$ cat src/design/text_stream_display_filter_core_macros.svh
// Assertion macros shared by the filter's modules.
`ifndef TEXT_STREAM_DISPLAY_FILTER_CORE_MACROS_SVH
`define TEXT_STREAM_DISPLAY_FILTER_CORE_MACROS_SVH

`ifndef SYNTH
`define TSDF_ASSERT_IMP(label, clk, rst, ante, cons) \
   label: assert property (@(posedge clk) disable iff (rst) (ante) |-> (cons)) \
      else $error("tsdf: check failed");
`define TSDF_ASSERT_NXT(label, clk, rst, ante, cons) \
   label: assert property (@(posedge clk) disable iff (rst) (ante) |=> (cons)) \
      else $error("tsdf: check failed");
`else
`define TSDF_ASSERT_IMP(label, clk, rst, ante, cons)
`define TSDF_ASSERT_NXT(label, clk, rst, ante, cons)
`endif

`endif

$ cat src/design/tsdf_pkg.sv
`timescale 1ns / 1ps
`default_nettype none

package tsdf_pkg;

   localparam int NUMBER_DIGITS_DEF = 6;
   localparam int QUEUE_DEPTH_DEF   = 4;

   localparam int BYTE_W = 8;
   localparam int CSR_W  = 3;
   localparam int CSR_DATA_W = 1;

   localparam logic [CSR_W-1:0] CSR_SQUEEZE_BLANK    = 3'd0;
   localparam logic [CSR_W-1:0] CSR_NUMBER_ALL       = 3'd1;
   localparam logic [CSR_W-1:0] CSR_NUMBER_NONBLANK  = 3'd2;
   localparam logic [CSR_W-1:0] CSR_SHOW_ENDS        = 3'd3;
   localparam logic [CSR_W-1:0] CSR_SHOW_NONPRINTING = 3'd4;
   localparam logic [CSR_W-1:0] CSR_SHOW_TABS        = 3'd5;

   localparam logic [BYTE_W-1:0] CH_TAB    = 8'd9;
   localparam logic [BYTE_W-1:0] CH_NL     = 8'd10;
   localparam logic [BYTE_W-1:0] CH_SPACE  = 8'd32;
   localparam logic [BYTE_W-1:0] CH_DOLLAR = 8'd36;
   localparam logic [BYTE_W-1:0] CH_DASH   = 8'd45;
   localparam logic [BYTE_W-1:0] CH_ZERO   = 8'd48;
   localparam logic [BYTE_W-1:0] CH_QUERY  = 8'd63;
   localparam logic [BYTE_W-1:0] CH_UPPER_I = 8'd73;
   localparam logic [BYTE_W-1:0] CH_UPPER_M = 8'd77;
   localparam logic [BYTE_W-1:0] CH_CARET  = 8'd94;

   typedef struct packed {
      logic squeeze_blank;
      logic number_all;
      logic number_nonblank;
      logic show_ends;
      logic show_nonprinting;
      logic show_tabs;
   } tsdf_cfg_type;

   // One classified request as the back end replays it.
   typedef struct packed {
      logic              number;
      logic              dollar;
      logic              mprefix;
      logic              caret;
      logic [BYTE_W-1:0] ch;
   } tsdf_desc_type;

   typedef enum logic [2:0] {
      PH_DIGIT,
      PH_TAB,
      PH_DOLLAR,
      PH_MCHAR,
      PH_DASH,
      PH_CARET,
      PH_CHAR
   } tsdf_phase_type;

   function automatic tsdf_phase_type after_dollar(input tsdf_desc_type d);
      tsdf_phase_type p;
      if (d.mprefix) begin
         p = PH_MCHAR;
      end else if (d.caret) begin
         p = PH_CARET;
      end else begin
         p = PH_CHAR;
      end
      return p;
   endfunction

   function automatic tsdf_phase_type after_number(input tsdf_desc_type d);
      tsdf_phase_type p;
      if (d.dollar) begin
         p = PH_DOLLAR;
      end else begin
         p = after_dollar(d);
      end
      return p;
   endfunction

   function automatic tsdf_phase_type first_phase(input tsdf_desc_type d);
      tsdf_phase_type p;
      if (d.number) begin
         p = PH_DIGIT;
      end else begin
         p = after_number(d);
      end
      return p;
   endfunction

endpackage

`default_nettype wire

$ cat src/design/tsdf_channels.sv
`timescale 1ns / 1ps
`default_nettype none

interface tsdf_req_if;
   logic       valid;
   logic       ready;
   logic [7:0] in_byte;

   modport source (output valid, output in_byte, input ready);
   modport sink   (input valid, input in_byte, output ready);
endinterface

interface tsdf_rsp_if;
   logic       valid;
   logic       ready;
   logic [7:0] out_char;
   logic       last_of_item;

   modport source (output valid, output out_char, output last_of_item, input ready);
   modport sink   (input valid, input out_char, input last_of_item, output ready);
endinterface

`default_nettype wire

$ cat src/design/tsdf_front.sv
`timescale 1ns / 1ps
`default_nettype none

module tsdf_front
   import tsdf_pkg::*;
#(
   parameter int NUMBER_DIGITS = NUMBER_DIGITS_DEF
) (
   input  wire logic                        clock,
   input  wire logic                        reset,
   input  wire logic                        csr_we,
   input  wire logic [CSR_W-1:0]            csr_index,
   input  wire logic [CSR_DATA_W-1:0]       csr_wdata,
   tsdf_req_if.sink                         req_chan,
   input  wire logic                        queue_full,
   output logic                             push,
   output tsdf_desc_type                    push_desc,
   output logic [NUMBER_DIGITS*4-1:0]       push_digits
);

   localparam int CNT_W = NUMBER_DIGITS * 4;

   tsdf_cfg_type       cfg_ff, cfg_in;
   logic [BYTE_W-1:0]  prev_ff, prev_in;
   logic [BYTE_W-1:0]  prev2_ff, prev2_in;
   logic [CNT_W-1:0]   count_ff, count_in;

   logic [BYTE_W-1:0]  c;
   logic [6:0]         low;
   logic               at_start, drop, numbering, accept;
   logic               all_nine, carry;
   logic [CNT_W-1:0]   count_inc;
   tsdf_desc_type      desc;

   always_comb begin
      cfg_in = cfg_ff;
      if (csr_we) begin
         case (csr_index)
            CSR_SQUEEZE_BLANK:    cfg_in.squeeze_blank    = csr_wdata[0];
            CSR_NUMBER_ALL:       cfg_in.number_all       = csr_wdata[0];
            CSR_NUMBER_NONBLANK:  cfg_in.number_nonblank  = csr_wdata[0];
            CSR_SHOW_ENDS:        cfg_in.show_ends        = csr_wdata[0];
            CSR_SHOW_NONPRINTING: cfg_in.show_nonprinting = csr_wdata[0];
            CSR_SHOW_TABS:        cfg_in.show_tabs        = csr_wdata[0];
            default:              cfg_in = cfg_ff;
         endcase
      end
   end

   // BCD increment, sticking at all nines
   always_comb begin
      all_nine  = 1'b1;
      carry     = 1'b1;
      count_inc = count_ff;
      for (int i = 0; i < NUMBER_DIGITS; i++) begin
         if (count_ff[i*4 +: 4] != 4'd9) begin
            all_nine = 1'b0;
         end
         if (carry) begin
            if (count_ff[i*4 +: 4] >= 4'd9) begin
               count_inc[i*4 +: 4] = 4'd0;
            end else begin
               count_inc[i*4 +: 4] = count_ff[i*4 +: 4] + 4'd1;
               carry = 1'b0;
            end
         end
      end
   end

   always_comb begin
      c         = req_chan.in_byte;
      low       = c[6:0];
      at_start  = (prev_ff == CH_NL);
      drop      = cfg_ff.squeeze_blank && at_start && (c == CH_NL) && (prev2_ff == CH_NL);
      numbering = at_start && (cfg_ff.number_all || (cfg_ff.number_nonblank && c != CH_NL));
      accept    = req_chan.valid && !queue_full;

      desc.number  = numbering;
      desc.dollar  = cfg_ff.show_ends && (c == CH_NL);
      desc.mprefix = 1'b0;
      desc.caret   = 1'b0;
      desc.ch      = c;
      if (cfg_ff.show_tabs && c == CH_TAB) begin
         desc.caret = 1'b1;
         desc.ch    = CH_UPPER_I;
      end else if (cfg_ff.show_nonprinting) begin
         desc.mprefix = c[7];
         desc.ch      = {1'b0, low};
         if (low == 7'd127) begin
            desc.caret = 1'b1;
            desc.ch    = CH_QUERY;
         end else if (low < 7'd32 &&
                      (c[7] || ({1'b0, low} != CH_TAB && {1'b0, low} != CH_NL))) begin
            desc.caret = 1'b1;
            desc.ch    = {1'b0, low} + 8'd64;
         end
      end

      prev_in  = prev_ff;
      prev2_in = prev2_ff;
      count_in = count_ff;
      if (accept && !drop) begin
         prev_in  = c;
         prev2_in = prev_ff;
         if (numbering && !all_nine) begin
            count_in = count_inc;
         end
      end
   end

   assign req_chan.ready = !queue_full;
   assign push           = accept && !drop;
   assign push_desc      = desc;
   assign push_digits    = count_ff;

   always_ff @(posedge clock) begin
      if (reset) begin
         cfg_ff   <= '0;
         prev_ff  <= CH_NL;
         prev2_ff <= '0;
         count_ff <= CNT_W'(1);
      end else begin
         cfg_ff   <= cfg_in;
         prev_ff  <= prev_in;
         prev2_ff <= prev2_in;
         count_ff <= count_in;
      end
   end

endmodule

`default_nettype wire

$ cat src/design/tsdf_queue.sv
`timescale 1ns / 1ps
`default_nettype none
`include "text_stream_display_filter_core_macros.svh"

module tsdf_queue
   import tsdf_pkg::*;
#(
   parameter int WIDTH = 8,
   parameter int DEPTH = QUEUE_DEPTH_DEF
) (
   input  wire logic             clock,
   input  wire logic             reset,
   input  wire logic             push,
   input  wire logic [WIDTH-1:0] push_data,
   output logic                  full,
   input  wire logic             pop,
   output logic                  head_valid,
   output logic [WIDTH-1:0]      head_data
);

   localparam int PTR_W = (DEPTH > 1) ? $clog2(DEPTH) : 1;
   localparam int CNT_W = $clog2(DEPTH + 1);

   logic [WIDTH-1:0] mem_ff [DEPTH];
   logic [PTR_W-1:0] wr_ptr_ff, wr_ptr_in;
   logic [PTR_W-1:0] rd_ptr_ff, rd_ptr_in;
   logic [CNT_W-1:0] count_ff, count_in;
   logic             do_push, do_pop;

   assign full       = (count_ff == CNT_W'(DEPTH));
   assign head_valid = (count_ff != '0);
   assign head_data  = mem_ff[rd_ptr_ff];
   assign do_push    = push && !full;
   assign do_pop     = pop && head_valid;

   always_comb begin
      wr_ptr_in = wr_ptr_ff;
      rd_ptr_in = rd_ptr_ff;
      count_in  = count_ff;
      if (do_push) begin
         wr_ptr_in = (wr_ptr_ff == PTR_W'(DEPTH - 1)) ? '0 : wr_ptr_ff + 1'b1;
      end
      if (do_pop) begin
         rd_ptr_in = (rd_ptr_ff == PTR_W'(DEPTH - 1)) ? '0 : rd_ptr_ff + 1'b1;
      end
      if (do_push && !do_pop) begin
         count_in = count_ff + 1'b1;
      end else if (do_pop && !do_push) begin
         count_in = count_ff - 1'b1;
      end
   end

   always_ff @(posedge clock) begin
      if (reset) begin
         wr_ptr_ff <= '0;
         rd_ptr_ff <= '0;
         count_ff  <= '0;
      end else begin
         wr_ptr_ff <= wr_ptr_in;
         rd_ptr_ff <= rd_ptr_in;
         count_ff  <= count_in;
      end
   end

   always_ff @(posedge clock) begin
      if (do_push) begin
         mem_ff[wr_ptr_ff] <= push_data;
      end
   end

   `TSDF_ASSERT_IMP(a_count_bound, clock, reset, 1'b1, count_ff <= CNT_W'(DEPTH))
   `TSDF_ASSERT_NXT(a_fill, clock, reset, do_push && !do_pop, count_ff == $past(count_ff) + 1'b1)

endmodule

`default_nettype wire

$ cat src/design/tsdf_back.sv
`timescale 1ns / 1ps
`default_nettype none
`include "text_stream_display_filter_core_macros.svh"

module tsdf_back
   import tsdf_pkg::*;
#(
   parameter int NUMBER_DIGITS = NUMBER_DIGITS_DEF
) (
   input  wire logic                       clock,
   input  wire logic                       reset,
   input  wire logic                       head_valid,
   input  wire tsdf_desc_type              head_desc,
   input  wire logic [NUMBER_DIGITS*4-1:0] head_digits,
   output logic                            pop,
   tsdf_rsp_if.source                      rsp_chan
);

   localparam int DIG_W = (NUMBER_DIGITS > 1) ? $clog2(NUMBER_DIGITS) : 1;

   tsdf_phase_type    phase_ff, phase_in, cur_phase;
   logic              busy_ff, busy_in;
   logic [DIG_W-1:0]  digit_ff, digit_in, cur_digit;
   logic              lead_ff, lead_in, cur_lead;
   logic              rsp_valid_ff, rsp_valid_in;
   logic [BYTE_W-1:0] rsp_char_ff, rsp_char_in;
   logic              rsp_last_ff, rsp_last_in;

   logic              advance;
   logic [3:0]        dig;
   logic [BYTE_W-1:0] out_byte;

   always_ff @(posedge clock) begin
      if (reset) begin
         phase_ff     <= PH_CHAR;
         busy_ff      <= 1'b0;
         digit_ff     <= '0;
         lead_ff      <= 1'b1;
         rsp_valid_ff <= 1'b0;
      end else begin
         phase_ff     <= phase_in;
         busy_ff      <= busy_in;
         digit_ff     <= digit_in;
         lead_ff      <= lead_in;
         rsp_valid_ff <= rsp_valid_in;
      end
   end

   always_ff @(posedge clock) begin
      rsp_char_ff <= rsp_char_in;
      rsp_last_ff <= rsp_last_in;
   end

   always_comb begin
      // a fresh head starts at its first phase and the top digit
      cur_phase = busy_ff ? phase_ff : first_phase(head_desc);
      cur_digit = busy_ff ? digit_ff : DIG_W'(NUMBER_DIGITS - 1);
      cur_lead  = busy_ff ? lead_ff : 1'b1;
      advance   = head_valid && (!rsp_valid_ff || rsp_chan.ready);

      dig = head_digits[cur_digit*4 +: 4];
      if (dig > 4'd9) begin
         dig = 4'd9;
      end

      phase_in     = phase_ff;
      busy_in      = busy_ff;
      digit_in     = digit_ff;
      lead_in      = lead_ff;
      rsp_valid_in = rsp_valid_ff && !rsp_chan.ready;
      rsp_char_in  = rsp_char_ff;
      rsp_last_in  = rsp_last_ff;
      pop          = 1'b0;
      out_byte     = head_desc.ch;

      case (cur_phase)
         PH_DIGIT: begin
            if (cur_lead && dig == 4'd0 && cur_digit != '0) begin
               out_byte = CH_SPACE;
            end else begin
               out_byte = CH_ZERO + {4'd0, dig};
            end
         end
         PH_TAB:    out_byte = CH_TAB;
         PH_DOLLAR: out_byte = CH_DOLLAR;
         PH_MCHAR:  out_byte = CH_UPPER_M;
         PH_DASH:   out_byte = CH_DASH;
         PH_CARET:  out_byte = CH_CARET;
         PH_CHAR:   out_byte = head_desc.ch;
         default:   out_byte = head_desc.ch;
      endcase

      if (advance) begin
         rsp_valid_in = 1'b1;
         rsp_char_in  = out_byte;
         rsp_last_in  = (cur_phase == PH_CHAR);
         busy_in      = (cur_phase != PH_CHAR);
         pop          = (cur_phase == PH_CHAR);
         digit_in     = cur_digit;
         lead_in      = cur_lead;
         case (cur_phase)
            PH_DIGIT: begin
               if (out_byte != CH_SPACE) begin
                  lead_in = 1'b0;
               end
               if (cur_digit == '0) begin
                  phase_in = PH_TAB;
               end else begin
                  phase_in = PH_DIGIT;
                  digit_in = cur_digit - 1'b1;
               end
            end
            PH_TAB:    phase_in = after_number(head_desc);
            PH_DOLLAR: phase_in = after_dollar(head_desc);
            PH_MCHAR:  phase_in = PH_DASH;
            PH_DASH:   phase_in = head_desc.caret ? PH_CARET : PH_CHAR;
            PH_CARET:  phase_in = PH_CHAR;
            PH_CHAR:   phase_in = PH_CHAR;
            default:   phase_in = PH_CHAR;
         endcase
      end
   end

   assign rsp_chan.valid        = rsp_valid_ff;
   assign rsp_chan.out_char     = rsp_char_ff;
   assign rsp_chan.last_of_item = rsp_last_ff;

   `TSDF_ASSERT_IMP(a_busy_has_head, clock, reset, busy_ff, head_valid)
   `TSDF_ASSERT_IMP(a_digit_numbered, clock, reset, busy_ff && phase_ff == PH_DIGIT, head_desc.number)

endmodule

`default_nettype wire

$ cat src/design/text_stream_display_filter_core.sv
// Channel | Dir | Payload                   | Handshake
// req     | in  | in_byte[7:0]              | valid/ready
// rsp     | out | out_char[7:0], last_of_item| valid/ready
// csr     | in  | csr_index[2:0], csr_wdata | csr_we, no stall
//
// A request expands to 1 to NUMBER_DIGITS + 5 output bytes, which the byte
// sequencer in the back end sends one after another.
// The front end classifies and takes one request per cycle while the queue
// (QUEUE_DEPTH entries) has room; a squeezed newline is taken with no output.
// Synchronous active-high reset clears options, line state, queue and output.
// While rsp is stalled the output register holds its byte, the back end waits
// and the front end keeps filling the queue.
`timescale 1ns / 1ps
`default_nettype none

module text_stream_display_filter_core
   import tsdf_pkg::*;
#(
   parameter int NUMBER_DIGITS = NUMBER_DIGITS_DEF,
   parameter int QUEUE_DEPTH   = QUEUE_DEPTH_DEF
) (
   input  wire logic                  clock,
   input  wire logic                  reset,
   input  wire logic                  csr_we,
   input  wire logic [CSR_W-1:0]      csr_index,
   input  wire logic [CSR_DATA_W-1:0] csr_wdata,
   tsdf_req_if.sink                   req_chan,
   tsdf_rsp_if.source                 rsp_chan
);

   localparam int CNT_W   = NUMBER_DIGITS * 4;
   localparam int DESC_W  = $bits(tsdf_desc_type);
   localparam int ENTRY_W = CNT_W + DESC_W;

   logic               push, pop, queue_full, head_valid;
   tsdf_desc_type      push_desc, head_desc;
   logic [CNT_W-1:0]   push_digits, head_digits;
   logic [ENTRY_W-1:0] head_data;

   tsdf_front #(
      .NUMBER_DIGITS (NUMBER_DIGITS)
   ) u_front (
      .clock       (clock),
      .reset       (reset),
      .csr_we      (csr_we),
      .csr_index   (csr_index),
      .csr_wdata   (csr_wdata),
      .req_chan    (req_chan),
      .queue_full  (queue_full),
      .push        (push),
      .push_desc   (push_desc),
      .push_digits (push_digits)
   );

   tsdf_queue #(
      .WIDTH (ENTRY_W),
      .DEPTH (QUEUE_DEPTH)
   ) u_queue (
      .clock      (clock),
      .reset      (reset),
      .push       (push),
      .push_data  ({push_digits, push_desc}),
      .full       (queue_full),
      .pop        (pop),
      .head_valid (head_valid),
      .head_data  (head_data)
   );

   assign head_desc   = tsdf_desc_type'(head_data[DESC_W-1:0]);
   assign head_digits = head_data[ENTRY_W-1:DESC_W];

   tsdf_back #(
      .NUMBER_DIGITS (NUMBER_DIGITS)
   ) u_back (
      .clock       (clock),
      .reset       (reset),
      .head_valid  (head_valid),
      .head_desc   (head_desc),
      .head_digits (head_digits),
      .pop         (pop),
      .rsp_chan    (rsp_chan)
   );

endmodule

`default_nettype wire
$ cat src/flat_wrapper.sv
// flat-port wrapper written by rule: the top's interface ports become plain ports
module text_stream_display_filter_core_flat import tsdf_pkg::*;
#(
   parameter int NUMBER_DIGITS = NUMBER_DIGITS_DEF,
   parameter int QUEUE_DEPTH   = QUEUE_DEPTH_DEF
)
  (clock, reset, csr_we, csr_index, csr_wdata, req_chan_valid, req_chan_in_byte, req_chan_ready, rsp_chan_valid, rsp_chan_out_char, rsp_chan_last_of_item, rsp_chan_ready);
  tsdf_req_if req_chan_i ();
  tsdf_rsp_if rsp_chan_i ();
  input  wire logic clock;
  input  wire logic reset;
  input  wire logic csr_we;
  input  wire logic [CSR_W-1:0] csr_index;
  input  wire logic [CSR_DATA_W-1:0] csr_wdata;
  input wire logic [$bits(req_chan_i.valid)-1:0] req_chan_valid;
  input wire logic [$bits(req_chan_i.in_byte)-1:0] req_chan_in_byte;
  output wire logic [$bits(req_chan_i.ready)-1:0] req_chan_ready;
  output wire logic [$bits(rsp_chan_i.valid)-1:0] rsp_chan_valid;
  output wire logic [$bits(rsp_chan_i.out_char)-1:0] rsp_chan_out_char;
  output wire logic [$bits(rsp_chan_i.last_of_item)-1:0] rsp_chan_last_of_item;
  input wire logic [$bits(rsp_chan_i.ready)-1:0] rsp_chan_ready;
  assign req_chan_i.valid = req_chan_valid;
  assign req_chan_i.in_byte = req_chan_in_byte;
  assign req_chan_ready = req_chan_i.ready;
  assign rsp_chan_valid = rsp_chan_i.valid;
  assign rsp_chan_out_char = rsp_chan_i.out_char;
  assign rsp_chan_last_of_item = rsp_chan_i.last_of_item;
  assign rsp_chan_i.ready = rsp_chan_ready;
  text_stream_display_filter_core #(.NUMBER_DIGITS(NUMBER_DIGITS), .QUEUE_DEPTH(QUEUE_DEPTH)) u_core (.clock(clock), .reset(reset), .csr_we(csr_we), .csr_index(csr_index), .csr_wdata(csr_wdata), .req_chan(req_chan_i), .rsp_chan(rsp_chan_i));
endmodule
$ cat config.mk
export PLATFORM = sky130hd
export DESIGN_NAME = text_stream_display_filter_core_flat
export DESIGN_NICKNAME = d
export VERILOG_FILES = /design/src/design/tsdf_pkg.sv /design/src/design/tsdf_channels.sv /design/src/design/tsdf_front.sv /design/src/design/tsdf_queue.sv /design/src/design/tsdf_back.sv /design/src/design/text_stream_display_filter_core.sv /design/src/flat_wrapper.sv
export VERILOG_INCLUDE_DIRS = /design/src /design/src/design
export SDC_FILE = /design/constraint.sdc
export NUM_CORES = 1
export LEC_CHECK = 0
export BUFFER_PORTS_ARGS = -buffer_cell sky130_fd_sc_hd__clkbuf_2
export CAP_MARGIN = 20
export CORE_MARGIN = 2
export CORE_UTILIZATION = 30
export CTS_CLUSTER_DIAMETER = 50
export DETAILED_ROUTE_END_ITERATION = 8
export GPL_TIMING_DRIVEN = 0
export HOLD_SLACK_MARGIN = 0.03
export MAX_ROUTING_LAYER = met4
export SYNTH_ARGS = -nofsm -noshare
export SYNTH_HDL_FRONTEND = slang
export SYNTH_HIERARCHICAL = 1
export SYNTH_SLANG_ARGS = --single-unit
$ cat constraint.sdc
create_clock -name clock -period 8.7 [get_ports clock]
set_input_delay 2.175 -clock clock [delete_from_list [all_inputs] [get_ports clock]]
set_output_delay 2.175 -clock clock [all_outputs]
set_load 0.02 [all_outputs]
Yosys cells after proc, flatten, opt, wreduce, memory -nomap -nowiden
Memories as Yosys holds them, arrays and structs flattened. A register that Yosys moved wholly into a read port is not among the register bits.
Index checks and enable logic that the tools add are counted.
{"block": "classes", "n_addsub": 13, "n_lt_le_gt_ge": 8, "eq_ne": 30, "shift": 1, "n_mux": 52, "n_reduce_logical": 49}
{"op": "$pmux 8 s6", "n": 1}
{"op": "$eq 8x4->1 const B", "n": 4}
{"op": "$mux 4", "n": 7}
{"op": "$mux 3", "n": 9}
{"op": "$mux 9", "n": 3}
{"op": "$add 4x1->4 const B", "n": 6}
{"op": "$ge 4x4->1 const B", "n": 6}
{"op": "$mux 1", "n": 24}
{"op": "$ne 4x4->1 const B", "n": 6}
{"op": "$shiftx 24x6->4", "n": 1}
{"op": "$logic_and 1x1->1", "n": 20}
{"op": "$eq 3x3->1 const B", "n": 6}
{"op": "$pmux 3 s5", "n": 1}
{"op": "$reduce_and 3->1", "n": 5}
{"op": "$ne 7x4->1 const B", "n": 2}
{"op": "$reduce_and 2->1", "n": 7}
{"op": "$eq 3x2->1 const B", "n": 4}
{"op": "$mux 10", "n": 1}
{"op": "$mux 2", "n": 5}
{"op": "$logic_not 3->1", "n": 3}
{"op": "$add 7x7->8 const B", "n": 1}
{"op": "$ne 8x4->1 const B", "n": 1}
{"op": "$ne 8x6->1 const B", "n": 1}
{"op": "$add 6x4->7 const A", "n": 1}
{"op": "15 further kinds", "n": 28}
{"block": "word_totals", "reg_bits": 71, "mem_bits_rw": 144, "in_bits": 17, "word_cells": 178, "mem_count": 1}
{"name": "u_core.u_queue.mem_ff", "words": 4, "width": 36, "read_ports": 1, "rd_clocked_by_memory_dff": 1, "write_ports": 1, "line": "tsdf_queue.sv:24", "source": "logic [WIDTH-1:0] mem_ff [DEPTH];"}

Depth between registers and ports, before layout
{"block": "depth", "word_depth": 12, "depth_mapped": 15, "depth_no_buf": 13}

Cells and area by module
Netlist, hierarchy kept.
{"mod": "tsdf_queue", "n_inst": 1, "cells_each": 238, "area_per_inst_um2": 5700.5}
{"mod": "tsdf_front", "n_inst": 1, "cells_each": 298, "area_per_inst_um2": 2587.5}
{"mod": "tsdf_back", "n_inst": 1, "cells_each": 153, "area_per_inst_um2": 1321.3}

Worst setup path before layout
OpenSTA, ideal clock, no wires.
{"block": "synth_path", "path_kind": "input to register", "start": "input port req_chan_in_byte[5]", "end": "register u_core.u_queue.count_ff[2]", "setup_time_ns": 0.070, "arrival_time_ns": 4.358, "t_required_ns": 8.630, "setup_slack_ns": 4.272, "path_stages": 12, "path_cell_list": "nor4b_2 -> nand2_1 -> o31ai_4 -> inv_4 -> bufinv_8 -> nor2_2 -> ha_1 -> inv_1 -> fa_1 -> xor2_1 -> or3_1 -> a21oi_1"}
{"block": "synth_between", "elab_chain_len": 9, "elab_cells_between_ends": 11, "classes_between": "eq/ne (1); mux (1); reduce/logical (9)"}
{"item": "start, declared", "line": "flat_wrapper.sv:16", "source": "input wire logic [$bits(req_chan_i.in_byte)-1:0] req_chan_in_byte;"}
{"item": "$eq 8x4->1 (*)", "line": "tsdf_front.sv:74", "source": "drop = cfg_ff.squeeze_blank && at_start && (c == CH_NL) && (prev2_ff == CH_NL);"}
{"item": "$logic_and 1x1->1 (*) (2 in series)", "line": "tsdf_front.sv:74"}
{"item": "$logic_not 1->1 (*)", "line": "tsdf_front.sv:112", "source": "assign push = accept && !drop;"}
{"item": "$logic_and 1x1->1 (*)", "line": "tsdf_front.sv:112"}
{"item": "named net u_core.push", "line": "text_stream_display_filter_core.sv:35", "source": "logic push, pop, queue_full, head_valid;"}
{"item": "$logic_and 1x1->1 (*)", "line": "tsdf_queue.sv:33", "source": "assign do_push = push && !full;"}
{"item": "named net u_core.u_queue.do_push", "line": "tsdf_queue.sv:28", "source": "logic do_push, do_pop;"}
{"item": "$logic_not 1->1", "line": "tsdf_queue.sv:48", "source": "end else if (do_pop && !do_push) begin"}
{"item": "$logic_and 1x1->1", "line": "tsdf_queue.sv:48"}
{"item": "$reduce_bool 2->1 (no line)"}
{"item": "end signal, assigned", "line": "tsdf_queue.sv:61", "source": "count_ff <= count_in;"}
{"item": "end, declared", "line": "tsdf_queue.sv:27", "source": "logic [CNT_W-1:0] count_ff, count_in;"}
Mark *: on every way through the listed nets, which the timed path passes. The rest lies on a longest branch.
A chain may end at the register's enable or synchronous reset.

Final worst setup path
{"block": "layout_path", "start": "input port req_chan_in_byte[2]", "end": "register u_core.u_queue.count_ff[2]"}
The elaborated chain is that of the path after synthesis.

==> flow_results.xml <==
<?xml version="1.0" encoding="UTF-8"?>
<metrics>
  <group name="pwr">
    <metric name="clock_power_share" unit="%">33.9</metric>
    <metric name="combPwrFrac" unit="%">24.7</metric>
    <metric name="sw_frac_of_total" unit="%">29.0</metric>
    <metric name="vdd_ir_drop_max" unit="mV">0.169</metric>
    <metric name="powerDensity" unit="nW/µm²">289</metric>
    <metric name="seqPwrFrac" unit="%">41.4</metric>
    <metric name="power.net_switching" unit="W">0.000940</metric>
    <metric name="p_leak" unit="nW">3.83</metric>
    <metric name="internal_power_consumption" unit="W">0.00230</metric>
  </group>
  <group name="critical_path">
    <metric name="timing.reg2reg.setup_slack" unit="ns">4.41</metric>
    <metric name="setup.worst_path.end_class" unit="">flip-flop</metric>
    <metric name="cpMaxStageDelayCell" unit="">sky130_fd_sc_hd__o31ai_4</metric>
    <metric name="rr_endpoint" unit="">u_core/u_queue/count_ff[2]</metric>
    <metric name="criticalPathCategory" unit="">in2reg</metric>
    <metric name="worst_ep_required_time" unit="ns">9.15</metric>
    <metric name="critPathLaunchType" unit="">input pin</metric>
    <metric name="timing.critical_path.fanout_max" unit="">13</metric>
    <metric name="worst_r2r_path_depth" unit="">15</metric>
    <metric name="worstPathArrival" unit="ns">4.86</metric>
    <metric name="crit_end" unit="">u_core/u_queue/count_ff[2]</metric>
    <metric name="worstSetupStartpoint" unit="">req_chan_in_byte[2]</metric>
    <metric name="critical_path.cell_chain" unit="">clkbuf_2 &gt; nor4b_2 &gt; nand2_1 &gt; o31ai_4 &gt; inv_4 &gt; bufinv_8 &gt; nor2_2 &gt; ha_1 &gt; inv_1 &gt; fa_1 &gt; xor2_1 &gt; or3_1 &gt; a21oi_1</metric>
    <metric name="worst_path_largest_cell_delay" unit="ns">0.56</metric>
  </group>
  <group name="sta">
    <metric name="finalHoldWorstSlack" unit="ns">0.485</metric>
    <metric name="max_slew.worst_pin.slew" unit="ns">0.860</metric>
    <metric name="tns" unit="ns">0</metric>
    <metric name="fin_crit" unit="ns">4.41</metric>
    <metric name="worst_clock_skew" unit="ns">0.0225</metric>
    <metric name="final_min_period_over_clock_period" unit="%">50.7</metric>
    <metric name="max_slew_margin" unit="%">42.5</metric>
    <metric name="max_freq" unit="MHz">227</metric>
    <metric name="setup_violations" unit="">0</metric>
    <metric name="rsz0062_at_grt" unit="">no</metric>
    <metric name="timing.final.max_slew_violations" unit="">0</metric>
    <metric name="setup_slack" unit="ns">4.29</metric>
    <metric name="timing_hold_violations_final" unit="">0</metric>
  </group>
  <group name="global_route">
    <metric name="first_global_vias" unit="">5587</metric>
    <metric name="wire_length_of_the_first_global_routing_pass" unit="µm">31300</metric>
    <metric name="grt_start_max_net_pins" unit="">28</metric>
    <metric name="grt.overflow.total" unit="">0</metric>
    <metric name="grt_antenna_before_repair" unit="">0</metric>
    <metric name="globalRouteTotalUtil" unit="%">12.2</metric>
  </group>
  <group name="floorplan">
    <metric name="core_area" unit="µm²">31600</metric>
    <metric name="die_x" unit="µm">183</metric>
    <metric name="die_footprint" unit="µm²">33500</metric>
    <metric name="design.portCount" unit="">28</metric>
    <metric name="rows" unit="">65</metric>
    <metric name="chipHeight" unit="µm">183</metric>
    <metric name="floorplan.initialDensity" unit="%">30.5</metric>
  </group>
  <group name="logic_synthesis">
    <metric name="synth_area_per_cell" unit="µm²">13.9</metric>
    <metric name="synth.yosys.seq_area_share" unit="%">61.1</metric>
    <metric name="yosysWarnings" unit="">6</metric>
    <metric name="netlist.area_leader.share" unit="%">47.8</metric>
    <metric name="synth.top_cells.by_area" unit="">sky130_fd_sc_hd__edfxtp_1 (48%), sky130_fd_sc_hd__dfxtp_1 (13%), sky130_fd_sc_hd__mux4_2 (8.4%), sky130_fd_sc_hd__ha_1 (3.6%), sky130_fd_sc_hd__mux2i_1 (2.7%)</metric>
    <metric name="synth_area_leader_cell" unit="">sky130_fd_sc_hd__edfxtp_1</metric>
    <metric name="post_synth_most_frequent_cells" unit="">sky130_fd_sc_hd__edfxtp_1 (153), sky130_fd_sc_hd__dfxtp_1 (64), sky130_fd_sc_hd__nor2_1 (54)</metric>
    <metric name="post_synth_num_cell_types" unit="">74</metric>
    <metric name="fraction_of_synthesis_flops_using_an_asynchronous_set_or_reset_pin" unit="%">0</metric>
    <metric name="number_of_storage_elements_in_the_synthesis_netlist" unit="">217</metric>
    <metric name="postSynthNetCount" unit="">735</metric>
    <metric name="synth.cell_area" unit="µm²">9610</metric>
    <metric name="yosysMostFrequentCell" unit="">sky130_fd_sc_hd__edfxtp_1</metric>
    <metric name="synth_enable_flop_cells" unit="">153</metric>
    <metric name="synth_cells" unit="">689</metric>
    <metric name="synth_top_flop_cell" unit="">sky130_fd_sc_hd__edfxtp_1</metric>
  </group>
  <group name="worst_hold_path">
    <metric name="hold_start" unit="">u_core/u_back/phase_ff[2]</metric>
    <metric name="min-delay-path-class" unit="">reg2reg</metric>
  </group>
  <group name="route">
    <metric name="wl_per_cell" unit="µm">17.1</metric>
    <metric name="vias" unit="">5801</metric>
    <metric name="drt-initial-drc-count" unit="">581</metric>
    <metric name="detail_route.vias_per_cell" unit="">4.96</metric>
    <metric name="drt_pre_antenna_iters" unit="">6</metric>
    <metric name="totalWireLength" unit="µm">20000</metric>
    <metric name="drc" unit="">0</metric>
    <metric name="ant_nets" unit="">0</metric>
  </group>
  <group name="final_layout">
    <metric name="area.growth.synth_to_final" unit="%">16.8</metric>
    <metric name="ratio_of_cells_with_drive_above_1_in_the_final_layout" unit="%">19.8</metric>
    <metric name="final_net_count" unit="">794</metric>
    <metric name="n_antenna_cell" unit="">0</metric>
  </group>
  <group name="cts">
    <metric name="worst_setup_hold_path_clk_slew" unit="ns">0.06</metric>
    <metric name="insertion_delay" unit="ns">0.53</metric>
    <metric name="clock_sink_count" unit="">217</metric>
    <metric name="cts_tree" unit="">done</metric>
    <metric name="cts_made_buffers" unit="">26</metric>
    <metric name="max-clock-path-buffers" unit="">3</metric>
    <metric name="post_cts.repair.setup_buffers" unit="">0</metric>
    <metric name="cts_max_level" unit="">1</metric>
    <metric name="ctsResizeCount" unit="">0</metric>
    <metric name="cts_root_buf" unit="">sky130_fd_sc_hd__clkbuf_16</metric>
    <metric name="ctsHoldBuffers" unit="">0</metric>
  </group>
  <group name="placement">
    <metric name="gp_congestion" unit="">0.823</metric>
    <metric name="port-buffer-count" unit="">27</metric>
    <metric name="detailedPlace.worstSlack" unit="ns">3.77</metric>
    <metric name="detailed_place_hpwl" unit="µm">13800</metric>
  </group>
  <group name="status">
    <metric name="outcome" unit="">finished, final reports clean</metric>
  </group>
  <group name="flow_run">
    <metric name="cap_viol_max_count" unit="">0</metric>
  </group>
</metrics>
==> how the worst min path moves through the flow <==
| stage | endpoint | slack [ns] | depth (start not counted) |
|---|---|---|---|
| finish | u_core/u_back/phase_ff[2] | 0.48 | 1 |
| global placement | u_core/u_back/phase_ff[2] | 0.45 | 1 |
| detailed placement | u_core/u_back/phase_ff[2] | 0.48 | 1 |
| global route | u_core/u_back/phase_ff[2] | 0.52 | 1 |
| CTS | u_core/u_back/phase_ff[2] | 0.50 | 1 |
| floorplan | u_core/u_back/phase_ff[2] | 0.44 | 1 |
==> cells by family (layout without fill, tap and decap cells) <==
kind of cell	after synthesis	in the layout	share of synthesized area, %
AO/OA/AOI/OAI	100	100	7.51
XOR/XNOR	4	4	0.365
AND/OR/NAND/NOR	213	213	12.4
buffers and inverters	63	142	3.42
multiplexers	63	63	11.3
adder cells (fa/ha/maj)	29	29	3.85
flip-flops	217	217	61.1
==> cells in the final DEF, fill, tap and decap left out, types with 7 or more instances in the layout <==
cell type                   instances
sky130_fd_sc_hd__clkbuf_1          27
sky130_fd_sc_hd__mux2i_1           26
sky130_fd_sc_hd__clkbuf_2          28
sky130_fd_sc_hd__inv_1             26
sky130_fd_sc_hd__a21oi_1           30
sky130_fd_sc_hd__nand4_1            9
sky130_fd_sc_hd__clkbuf_16         26
sky130_fd_sc_hd__o21ai_0           14
sky130_fd_sc_hd__nand3_1           21
sky130_fd_sc_hd__nor2_1            54
sky130_fd_sc_hd__edfxtp_1         153
sky130_fd_sc_hd__dfxtp_1           64
sky130_fd_sc_hd__mux4_2            36
sky130_fd_sc_hd__nand2_1           33
sky130_fd_sc_hd__nor2b_1            8
sky130_fd_sc_hd__ha_1              28
sky130_fd_sc_hd__nor3_1            18
sky130_fd_sc_hd__nand2b_1          11
sky130_fd_sc_hd__buf_6              7
==> registers in the layout, summed over array words and instances (netlist names), 6 cells and up, named ones only <==
name,flops
u_core/u_front/prev2_ff,8
u_core/u_queue/mem_ff,144
u_core/u_front/cfg_ff,6
u_core/u_front/push_digits,24
u_core/u_back/rsp_chan.out_char,8
u_core/u_front/prev_ff,8
==> critical path: cells and delay by family <==
| kind | cells | cell delay, ns |
|---|---|---|
| adders and majority gates | 2 | 0.40 |
| and+or+nand+nor | 4 | 0.84 |
| AOI/OAI and AO/OA | 2 | 0.69 |
| xor gates and xnor gates | 1 | 0.08 |
| buffers and inverters | 4 | 0.66 |
==> layout make-up <==
type / count / area, µm²
clock inverters: 10 / 173
clock buffers: 38 / 716
flip-flops and latches: 217 / 5880
plain buffers: 33 / 195
well taps: 402 / 503
inverters: 30 / 134
multi-input cells: 409 / 3410
fillers: 3022 / 20300
repair buffers: 31 / 223
==> routing by layer <==
metal  global-route usage (%)  wire, µm
met5                        -         0
met4                     3.01       458
met3                     1.83       906
met2                     19.3      9300
met1                     16.6      9300
==> power groups by stage <==
stage | registers [W] | logic, W | clock network (W)
floorplan | 0.00138 | 0.000545 | 0
global placement | 0.00137 | 0.000776 | 0
detailed placement | 0.00137 | 0.000802 | 0
CTS | 0.00134 | 0.000804 | 0.00112
global route | 0.00136 | 0.000876 | 0.00116
finish | 0.00134 | 0.000801 | 0.00110
==> per-stage QoR <==
step	total power, W	std cells	utilization (%)	instance area [µm²]
2_1_floorplan	0.00193	689	-	9610
3_3_place_gp	0.00214	1118	32.5	10200
3_5_place_dp	0.00217	1122	32.8	10300
4_1_cts	0.00327	1170	35.6	11200
5_1_grt	0.00340	1170	35.6	11200
6_report	0.00324	1170	35.6	11200
Note: power is estimated with default switching activity, not from simulation.
